<file path="config.mk">
export PLATFORM = sky130hd
export DESIGN_NAME = spi_master_register_block_unit
export DESIGN_NICKNAME = d
export VERILOG_FILES = /design/src/design/spimrb_pkg.sv /design/src/design/spimrb_core.sv /design/src/design/spi_master_register_block_unit.sv
export SDC_FILE = /design/constraint.sdc
export NUM_CORES = 1
export LEC_CHECK = 0
export ABC_AREA = 1
export BUFFER_PORTS_ARGS = -buffer_cell sky130_fd_sc_hd__buf_4
export CAP_MARGIN = 20
export CORE_ASPECT_RATIO = 1.25
export CORE_MARGIN = 2
export CORE_UTILIZATION = 55
export CTS_CLUSTER_DIAMETER = 30
export CTS_CLUSTER_SIZE = 24
export DETAILED_ROUTE_END_ITERATION = 10
export GPL_TIMING_DRIVEN = 0
export PLACE_DENSITY = 0.87
export SYNTH_ARGS = -nofsm -noshare
export SYNTH_HDL_FRONTEND = slang
export SYNTH_SLANG_ARGS = --single-unit
</file>
<file path="constraint.sdc">
create_clock -name clk -period 2.47 [get_ports clk]
set_input_delay 0.1235 -clock clk [delete_from_list [all_inputs] [get_ports clk]]
set_output_delay 0.1235 -clock clk [all_outputs]
set_load 0.05 [all_outputs]
</file>
<file path="src/design/spimrb_pkg.sv">
// Shared types, register map constants and helpers for the SPI master register block.
package spimrb_pkg;

	localparam int BYTE_BITS = 8;

	// Item function codes.
	typedef enum logic [1:0] {
		FUNC_WRITE = 2'd0,
		FUNC_READ  = 2'd1,
		FUNC_TICK  = 2'd2,
		FUNC_NOP   = 2'd3
	} func_t;

	// Register byte offsets.
	localparam logic [5:0] OFF_CR1  = 6'h00;
	localparam logic [5:0] OFF_CR2  = 6'h04;
	localparam logic [5:0] OFF_CFG1 = 6'h08;
	localparam logic [5:0] OFF_CFG2 = 6'h0C;
	localparam logic [5:0] OFF_IER  = 6'h10;
	localparam logic [5:0] OFF_SR   = 6'h14;
	localparam logic [5:0] OFF_IFCR = 6'h18;
	localparam logic [5:0] OFF_TXDR = 6'h20;
	localparam logic [5:0] OFF_RXDR = 6'h30;

	// Register bit positions.
	localparam int CR1_SPE       = 0;
	localparam int CTRL_START    = 9;
	localparam int CFG_MASTER    = 22;
	localparam int CFG_LSB_FIRST = 23;
	localparam int CFG_PHASE     = 24;
	localparam int CFG_POLARITY  = 25;
	localparam int CFG_SOFT_SEL  = 26;
	localparam int IRQ_EN_END    = 3;
	localparam int SR_RXP        = 0;
	localparam int SR_TXP        = 1;
	localparam int SR_EOT        = 3;
	localparam int SR_OVR        = 6;
	localparam int SR_TXC        = 12;
	localparam int CLR_END       = 3;
	localparam int IFCR_TXTFC    = 4;
	localparam int CLR_OVERRUN   = 6;
	localparam int DSIZE_BITS    = 5;

	// Positions inside the internal mode and flag vectors.
	localparam int MB_MASTER = 0;
	localparam int MB_SSM    = 1;
	localparam int MB_CPHA   = 2;
	localparam int MB_CPOL   = 3;
	localparam int MB_LSB    = 4;
	localparam int ST_EOT    = 0;
	localparam int ST_TXC    = 1;
	localparam int ST_OVR    = 2;

	typedef struct packed {
		func_t                 func;
		logic [5:0]            reg_offset;
		logic [31:0]           write_data;
		logic [BYTE_BITS-1:0]  peer_byte;
	} item_t;

	typedef struct packed {
		logic [31:0]           read_data;
		logic                  mosi_valid;
		logic [BYTE_BITS-1:0]  mosi_byte;
		logic                  irq;
		logic                  busy_res;
	} result_t;

	function automatic logic [BYTE_BITS-1:0] bit_rev(input logic [BYTE_BITS-1:0] v);
		logic [BYTE_BITS-1:0] r;
		for (int i = 0; i < BYTE_BITS; i++) begin
			r[i] = v[BYTE_BITS-1-i];
		end
		return r;
	endfunction

endpackage

</file>
<file path="src/design/spimrb_core.sv">
// Register file, transfer counters and holding bytes with their combinational update logic, registered on fire.
module spimrb_core
	import spimrb_pkg::*;
#(
	parameter int COUNT_BITS = 16
) (
	input  logic    clk,
	input  logic    arst_n,
	input  logic    fire,
	input  item_t   item,
	output result_t res
);

	logic                  enable_q, enable_n;
	logic                  active_q, active_n;
	logic [COUNT_BITS-1:0] tsize_q, tsize_n;
	logic [COUNT_BITS-1:0] loads_q, loads_n;
	logic [COUNT_BITS-1:0] exch_q, exch_n;
	logic [COUNT_BITS-1:0] exch_dec;
	logic [DSIZE_BITS-1:0] dsize_q, dsize_n;
	logic [4:0]            mode_q, mode_n;
	logic                  eotie_q, eotie_n;
	logic [BYTE_BITS-1:0]  txh_q, txh_n;
	logic                  txf_q, txf_n;
	logic [BYTE_BITS-1:0]  rxh_q, rxh_n;
	logic                  rxf_q, rxf_n;
	logic [2:0]            flags_q, flags_n;
	logic                  tx_ready;
	logic                  lsb;
	logic [31:0]           rdata;
	logic [31:0]           d;

	assign tx_ready = enable_q && active_q && (loads_q != '0) && !txf_q;
	assign lsb      = mode_q[MB_LSB];
	assign d        = item.write_data;
	assign exch_dec = exch_q - COUNT_BITS'(1);

	always_comb begin
		enable_n = enable_q;
		active_n = active_q;
		tsize_n  = tsize_q;
		loads_n  = loads_q;
		exch_n   = exch_q;
		dsize_n  = dsize_q;
		mode_n   = mode_q;
		eotie_n  = eotie_q;
		txh_n    = txh_q;
		txf_n    = txf_q;
		rxh_n    = rxh_q;
		rxf_n    = rxf_q;
		flags_n  = flags_q;
		rdata    = '0;
		res.mosi_valid = 1'b0;
		res.mosi_byte  = '0;

		unique case (item.func)
			FUNC_WRITE: begin
				unique case (item.reg_offset)
					OFF_CR1: begin
						enable_n = d[CR1_SPE];
						if (!d[CR1_SPE]) begin
							// Clearing SPE aborts the transfer but keeps the flags.
							active_n = 1'b0;
							loads_n  = '0;
							exch_n   = '0;
							txf_n    = 1'b0;
							rxf_n    = 1'b0;
						end else if (d[CTRL_START] && !active_q && tsize_q != '0) begin
							active_n = 1'b1;
							loads_n  = tsize_q;
							exch_n   = tsize_q;
						end
					end
					OFF_CR2: begin
						if (!active_q) begin
							tsize_n = d[COUNT_BITS-1:0];
						end
					end
					OFF_CFG1: dsize_n = d[DSIZE_BITS-1:0];
					OFF_CFG2: begin
						mode_n[MB_MASTER] = d[CFG_MASTER];
						mode_n[MB_SSM]    = d[CFG_SOFT_SEL];
						mode_n[MB_CPHA]   = d[CFG_PHASE];
						mode_n[MB_CPOL]   = d[CFG_POLARITY];
						mode_n[MB_LSB]    = d[CFG_LSB_FIRST];
					end
					OFF_IER: eotie_n = d[IRQ_EN_END];
					OFF_IFCR: begin
						if (d[CLR_END]) flags_n[ST_EOT] = 1'b0;
						if (d[IFCR_TXTFC]) flags_n[ST_TXC] = 1'b0;
						if (d[CLR_OVERRUN]) flags_n[ST_OVR] = 1'b0;
					end
					OFF_TXDR: begin
						if (tx_ready) begin
							txh_n   = d[BYTE_BITS-1:0];
							txf_n   = 1'b1;
							loads_n = loads_q - COUNT_BITS'(1);
						end
					end
					default: ;
				endcase
			end
			FUNC_READ: begin
				unique case (item.reg_offset)
					OFF_CR1: begin
						rdata[CR1_SPE]    = enable_q;
						rdata[CTRL_START] = active_q;
					end
					OFF_CR2:  rdata = 32'(tsize_q);
					OFF_CFG1: rdata = 32'(dsize_q);
					OFF_CFG2: begin
						rdata[CFG_MASTER]    = mode_q[MB_MASTER];
						rdata[CFG_LSB_FIRST] = mode_q[MB_LSB];
						rdata[CFG_PHASE]     = mode_q[MB_CPHA];
						rdata[CFG_POLARITY]  = mode_q[MB_CPOL];
						rdata[CFG_SOFT_SEL]  = mode_q[MB_SSM];
					end
					OFF_IER: rdata[IRQ_EN_END] = eotie_q;
					OFF_SR: begin
						rdata[SR_RXP] = rxf_q;
						rdata[SR_TXP] = tx_ready;
						rdata[SR_EOT] = flags_q[ST_EOT];
						rdata[SR_OVR] = flags_q[ST_OVR];
						rdata[SR_TXC] = flags_q[ST_TXC];
					end
					OFF_RXDR: begin
						rxf_n = 1'b0;
						rdata = 32'(rxh_q);
					end
					default: ;
				endcase
			end
			FUNC_TICK: begin
				if (enable_q && active_q && txf_q) begin
					res.mosi_valid = 1'b1;
					res.mosi_byte  = lsb ? bit_rev(txh_q) : txh_q;
					txf_n          = 1'b0;
					if (rxf_q) begin
						flags_n[ST_OVR] = 1'b1;
					end else begin
						rxh_n = lsb ? bit_rev(item.peer_byte) : item.peer_byte;
						rxf_n = 1'b1;
					end
					exch_n = exch_dec;
					if (exch_dec == '0) begin
						flags_n[ST_EOT] = 1'b1;
						flags_n[ST_TXC] = 1'b1;
						active_n        = 1'b0;
						loads_n         = '0;
					end
				end
			end
			default: ;
		endcase

		res.read_data = rdata;
		res.irq       = flags_n[ST_EOT] && eotie_n;
		res.busy_res  = active_n;
	end

	always_ff @(posedge clk or negedge arst_n) begin
		if (!arst_n) begin
			enable_q <= 1'b0;
			active_q <= 1'b0;
			tsize_q  <= '0;
			loads_q  <= '0;
			exch_q   <= '0;
			dsize_q  <= '0;
			mode_q   <= '0;
			eotie_q  <= 1'b0;
			txh_q    <= '0;
			txf_q    <= 1'b0;
			rxh_q    <= '0;
			rxf_q    <= 1'b0;
			flags_q  <= '0;
		end else if (fire) begin
			enable_q <= enable_n;
			active_q <= active_n;
			tsize_q  <= tsize_n;
			loads_q  <= loads_n;
			exch_q   <= exch_n;
			dsize_q  <= dsize_n;
			mode_q   <= mode_n;
			eotie_q  <= eotie_n;
			txh_q    <= txh_n;
			txf_q    <= txf_n;
			rxh_q    <= rxh_n;
			rxf_q    <= rxf_n;
			flags_q  <= flags_n;
		end
	end

endmodule

</file>
<file path="src/design/spi_master_register_block_unit.sv">
// Top level of the SPI master register block: input stage, register core and result register.
// A beat is registered in the input stage, then passes through the core into the result register.
// Throughput: one beat per cycle while out_ready holds; the only loop is the register-core update.
// Input stage and result register hold one beat each, so one more beat is taken while a
// finished result waits; after that in_ready stays low until out_ready returns.
// Reset: arst_n (asynchronous, active low) clears core state and both valid bits, not payloads.
module spi_master_register_block_unit
	import spimrb_pkg::*;
#(
	parameter int COUNT_BITS = 16
) (
	input  logic                 clk,
	input  logic                 arst_n,
	input  logic                 in_valid,
	output logic                 in_ready,
	input  logic [1:0]           func,
	input  logic [5:0]           reg_offset,
	input  logic [31:0]          write_data,
	input  logic [BYTE_BITS-1:0] peer_byte,
	output logic                 out_valid,
	input  logic                 out_ready,
	output logic [31:0]          read_data,
	output logic                 mosi_valid,
	output logic [BYTE_BITS-1:0] mosi_byte,
	output logic                 irq,
	output logic                 busy_res
);

	// Input stage: one beat waits here until the result register has room.
	item_t   item_s1;
	logic    valid_s1;
	// Result register holding the finished beat for the output side.
	result_t result_q;
	logic    out_valid_q;
	result_t res_c;
	logic    adv_s1;
	logic    in_fire;

	// The stage advances into the core whenever the result register is empty or
	// is being emptied in this same cycle. The core state is updated in that cycle,
	// so the next beat always sees the state left by the one before it.
	assign adv_s1   = valid_s1 && (!out_valid_q || out_ready);
	assign in_ready = !valid_s1 || adv_s1;
	assign in_fire  = in_valid && in_ready;

	always_ff @(posedge clk or negedge arst_n) begin
		if (!arst_n) begin
			valid_s1 <= 1'b0;
		end else if (in_ready) begin
			valid_s1 <= in_valid;
		end
	end

	always_ff @(posedge clk) begin
		if (in_fire) begin
			item_s1.func       <= func_t'(func);
			item_s1.reg_offset <= reg_offset;
			item_s1.write_data <= write_data;
			item_s1.peer_byte  <= peer_byte;
		end
	end

	// All register, counter and flag work for a beat happens in one pass here.
	spimrb_core #(
		.COUNT_BITS(COUNT_BITS)
	) u_core (
		.clk   (clk),
		.arst_n(arst_n),
		.fire  (adv_s1),
		.item  (item_s1),
		.res   (res_c)
	);

	always_ff @(posedge clk or negedge arst_n) begin
		if (!arst_n) begin
			out_valid_q <= 1'b0;
		end else if (adv_s1) begin
			out_valid_q <= 1'b1;
		end else if (out_ready) begin
			out_valid_q <= 1'b0;
		end
	end

	always_ff @(posedge clk) begin
		if (adv_s1) begin
			result_q <= res_c;
		end
	end

	assign out_valid  = out_valid_q;
	assign read_data  = result_q.read_data;
	assign mosi_valid = result_q.mosi_valid;
	assign mosi_byte  = result_q.mosi_byte;
	assign irq        = result_q.irq;
	assign busy_res   = result_q.busy_res;

`ifndef SYNTHESIS
	// An exchange result never carries bus read data.
	a_tick_no_rdata: assert property (@(posedge clk) disable iff (!arst_n)
		out_valid && mosi_valid |-> read_data == '0)
		else $error("exchange beat carries read data");

	// An empty input stage must always take a new beat.
	a_empty_ready: assert property (@(posedge clk) disable iff (!arst_n)
		!valid_s1 |-> in_ready)
		else $error("input stage empty but not ready");

	// A beat leaving the input stage shows up in the result register next cycle.
	a_adv_fills_out: assert property (@(posedge clk) disable iff (!arst_n)
		adv_s1 |=> out_valid)
		else $error("advanced beat lost before the result register");
`endif

endmodule
</file>
==> out/summary.md <==
STA puts the critical path data arrival time at 2.68 ns. After detailed routing, the number of vias per cell comes to 5.83. Post-synthesis average cell area: 8.88 um2. Sequential-to-total area share from yosys stat: 56.7%. The via count of the first global-routing pass is 6602. The logs give 49 for the number of distinct library cells after synthesis and 0.969 for the routability congestion estimate from global placement. For this run, the post-layout net count is 1030. Power spread over the standard cell area amounts to 876 mW/mm2.

The buffer type at the clock tree root is clkbuf_16. The upper clock frequency limit was 424 MHz; the number of placed I/O pins was 97. From left edge to right edge, the die measures 108 um. The cell area after layout came out at 0.00930 mm2.

STA classifies the critical path startpoint as a flop. For this run, the number of Yosys warnings is 0. The floorplan has 47 rows. The total number of H-tree levels was 4.

The largest clock skew in the final design was 0.0133 ns; the final worst-path cycle share was 95.4%. The endpoint kind of the worst setup timing path was a flop. The number of iterations in the first detailed-routing pass was 6; the average routed wire per standard cell was 18.0 um.

For this configuration, the core starts out at a cell density of 55.9%. Setup repair after global routing left no endpoint under its margin. Most instantiated flip-flop cell in the synthesis netlist: dfrtp_1. The number of I/O port buffers works out to 74.

The startpoint of the lowest-slack register-to-register path is item_s1[41]$_DFFE_PP_. In this run the cell area measured after placement is 0.00823 mm2. Wire length on met1: 7060 um.

The clock passes through at most 2 buffers. For the count of nets left with antenna violations after detail routing, the log shows 0. The static power due to leakage was 4.29 nW; the setup TNS was 0 ns. In this run the tightest slew margin relative to its limit is 56.0%. The run gives 0 as the count of final hold-check violations. Across the VDD grid, the largest voltage drop is 0.000547 V.

The met2 wire length is 11000 um, and the async set-reset flop share out of synthesis is 54.9%. From bottom edge to top edge, the die measures 133 um. The flow ran to the end, and the final reports show no timing, DRC or antenna violations.

The minimum period implied by the final worst setup slack is 2.36 ns. The detailed router finished its first iteration with 770 violations. Number of endpoints failing setup at the final stage: 0.

For the die area, the log shows 0.0143 mm2. The wire length reported by the detailed router was 20900 um; the worst reg-to-reg path cell count was 13. Summed over all nets, wire length on met3 after detailed routing comes to 1610 um. Number of flops mapped to enable cells by yosys: 69. The post-DP HPWL was 12800 um; the total inserted antenna cells was 0.

Startpoint-to-endpoint class of the critical path: flop to flop. Type of the tightest min-delay check: input pin to async pin. After floorplanning, the core was sized to cover 0.0132 mm2. In the routed design, unresolved DRC markers number 0. After clock tree synthesis, the clock-pin slew on the worst setup and hold paths is 0.07 ns.

Setup fix buffers added after clock tree synthesis: 0. Summing over every cut layer, the via total after detailed routing is 6753. The worst endpoint required time is 2.79 ns, and the area growth from synthesis to layout is 26.3%. The number of clock sinks is 153, and the global-route usage over all layers is 30.4%.

The measured slew at the worst slew-check pin is 0.657 ns, and the final max-slew violation count is 0. Max-cap violations in this run came to 0. In this run the cell area of the synthesized design comes to 0.00736 mm2. Buffers inserted during clock tree synthesis total 17. Final hold analysis gives a worst-case slack of 0.0912 ns. The number of register bits inferred by synthesis is 153, and the register-to-register setup slack is 0.11 ns. The most critical setup path has its startpoint at item_s1[41]$_DFFE_PP_. The later pin in the worst-skew pair is clocked with a latency of 0.44 ns. TritonCTS built the clock tree.

Fraction of the core area covered by cells at the end of the flow: 70.6%. Synthesis produced 829 cells. The number of antenna violations at the first check in global routing was 0; the share of cells above drive strength 1 was 16.3%. In this run the worst path has a maximum fanout of 10. After detailed routing, no signal wire sits above met4. The first global-routing pass estimated 33300 um of wire. The run gives 85 as the maximum number of pins on one net before global-route repair. The run gives 0 as the leftover overflow at the end of global routing. In this run the critical register-to-register path is captured at u_core.loads_q[15]$_DFFE_PN0P_.
## kinds of logic (layout without fill, tap and decap cells)
logic type / count (synthesis) / after routing / synth area share (%)
AO/OA/AOI/OAI: 155 / 155 / 12.1
buffers and inverters: 144 / 293 / 8.34
XOR/XNOR: 7 / 7 / 0.833
adder cells (fa/ha/maj): 3 / 3 / 0.510
flip-flops: 153 / 153 / 56.7
AND/OR/NAND/NOR: 365 / 365 / 21.3
multiplexers: 1 / 1 / 0.136
other: 1 / 11 / 0.0509
## routing by layer
layer	up-vias	track usage, %
li1	3025	-
met1	3170	34.4
met2	444	53.6
met3	114	5.72
met4	0	16.6
met5	-	0
## state kept, by name, summed over array words and instances (netlist names), 8 cells and up
signal,cells
u_core.exch_q,16
u_core.loads_q,16
item_s1,37
u_core.txh_q,8
mosi_byte,8
read_data,21
u_core.rxh_q,8
u_core.tsize_q,16
## report_power, final
group	total (mW)	switching (mW)	internal, mW
sequential	3.35	0.299	3.05
clock	2.65	1.27	1.38
combinational	2.15	1.44	0.707
## timing repair
action	in CTS	in global routing
hold buffers	40	0
endpoints found under the hold margin	123	0
setup endpoints to repair	0	22
gates resized for setup	0	8
## placed cells by master (no fill, tap or decap), drive strengths merged, types with 3 or more instances in the layout
cell type and instances:
xnor2 3, clkinv 10, nand3b 4, buf 97, o211ai 3, o21ai 71
o32ai 4, dlygate4sd3 40, nor2 128, inv 118, dfrtp 84, nand3 39
nor3 6, nand2 173, conb 11, clkbuf 28, edfxtp 69, ha 3
nand4 11, o22ai 10, a21oi 45, a31oi 6, a22oi 5, xor2 4
## synthesized netlist by cell type (4+ instances only)
cell type | count | area share, %
a21oi_1 | 43 | 2.9
a22oi_1 | 5 | 0.51
a31oi_1 | 6 | 0.51
buf_2 | 5 | 0.34
buf_4 | 12 | 1.2
clkbuf_1 | 11 | 0.56
dfrtp_1 | 84 | 29
edfxtp_1 | 69 | 28
inv_1 | 110 | 5.6
nand2_1 | 168 | 8.6
nand2_2 | 4 | 0.34
nand3_1 | 37 | 2.5
nand3b_1 | 4 | 0.41
nand4_1 | 11 | 0.93
nor2_1 | 120 | 6.1
nor2_4 | 5 | 0.76
nor3_1 | 4 | 0.27
o21ai_0 | 63 | 4.3
o21ai_2 | 5 | 0.59
o22ai_1 | 10 | 0.85
o32ai_1 | 4 | 0.48
xor2_1 | 4 | 0.48
## per-stage QoR
stage,cells,setup slack (ns),power [mW]
floorplan,839,0.0952,4.79
global placement,1084,0.114,5.27
detailed placement,1086,0.110,5.36
CTS,1158,0.0271,8.04
global route,1159,0.00766,8.54
finish,1159,0.114,8.15
## worst max-delay path by stage
stage / endpoint / slack [ns]
6_report: u_core.loads_q[15]$_DFFE_PN0P_ / 0.11
5_1_grt: u_core.flags_q[1]$_DFFE_PN0P_ / 0.008
4_1_cts: u_core.flags_q[1]$_DFFE_PN0P_ / 0.03
2_1_floorplan: item_s1[0]$_DFFE_PP_ / 0.1
3_3_place_gp: u_core.rxf_q$_DFFE_PN0P_ / 0.11
3_5_place_dp: u_core.loads_q[7]$_DFFE_PN0P_ / 0.11
## critical path: stages, from the launching register on
cell and delay (ns):
edfxtp_1 0.42, nor2_4 0.17, inv_2 0.07, nor3_4 0.20, nand3_2 0.26, inv_2 0.23, nand3_1 0.12, and3_1 0.17
buf_6 0.15, nand2_4 0.11, buf_6 0.16, nand2_1 0.07, nand2_1 0.07, inv_1 0.04
## final cells by class
| class | count | area, um2 |
|---|---|---|
| inverters | 113 | 424 |
| plain buffers | 31 | 190 |
| fillers | 836 | 3870 |
| flip-flops and latches | 153 | 4170 |
| multi-input cells | 542 | 2640 |
| clock inverters | 15 | 199 |
| clock buffers | 17 | 425 |
| well taps | 171 | 214 |
| repair buffers | 117 | 1040 |
No activity file was read; power rests on OpenSTA's default activity.
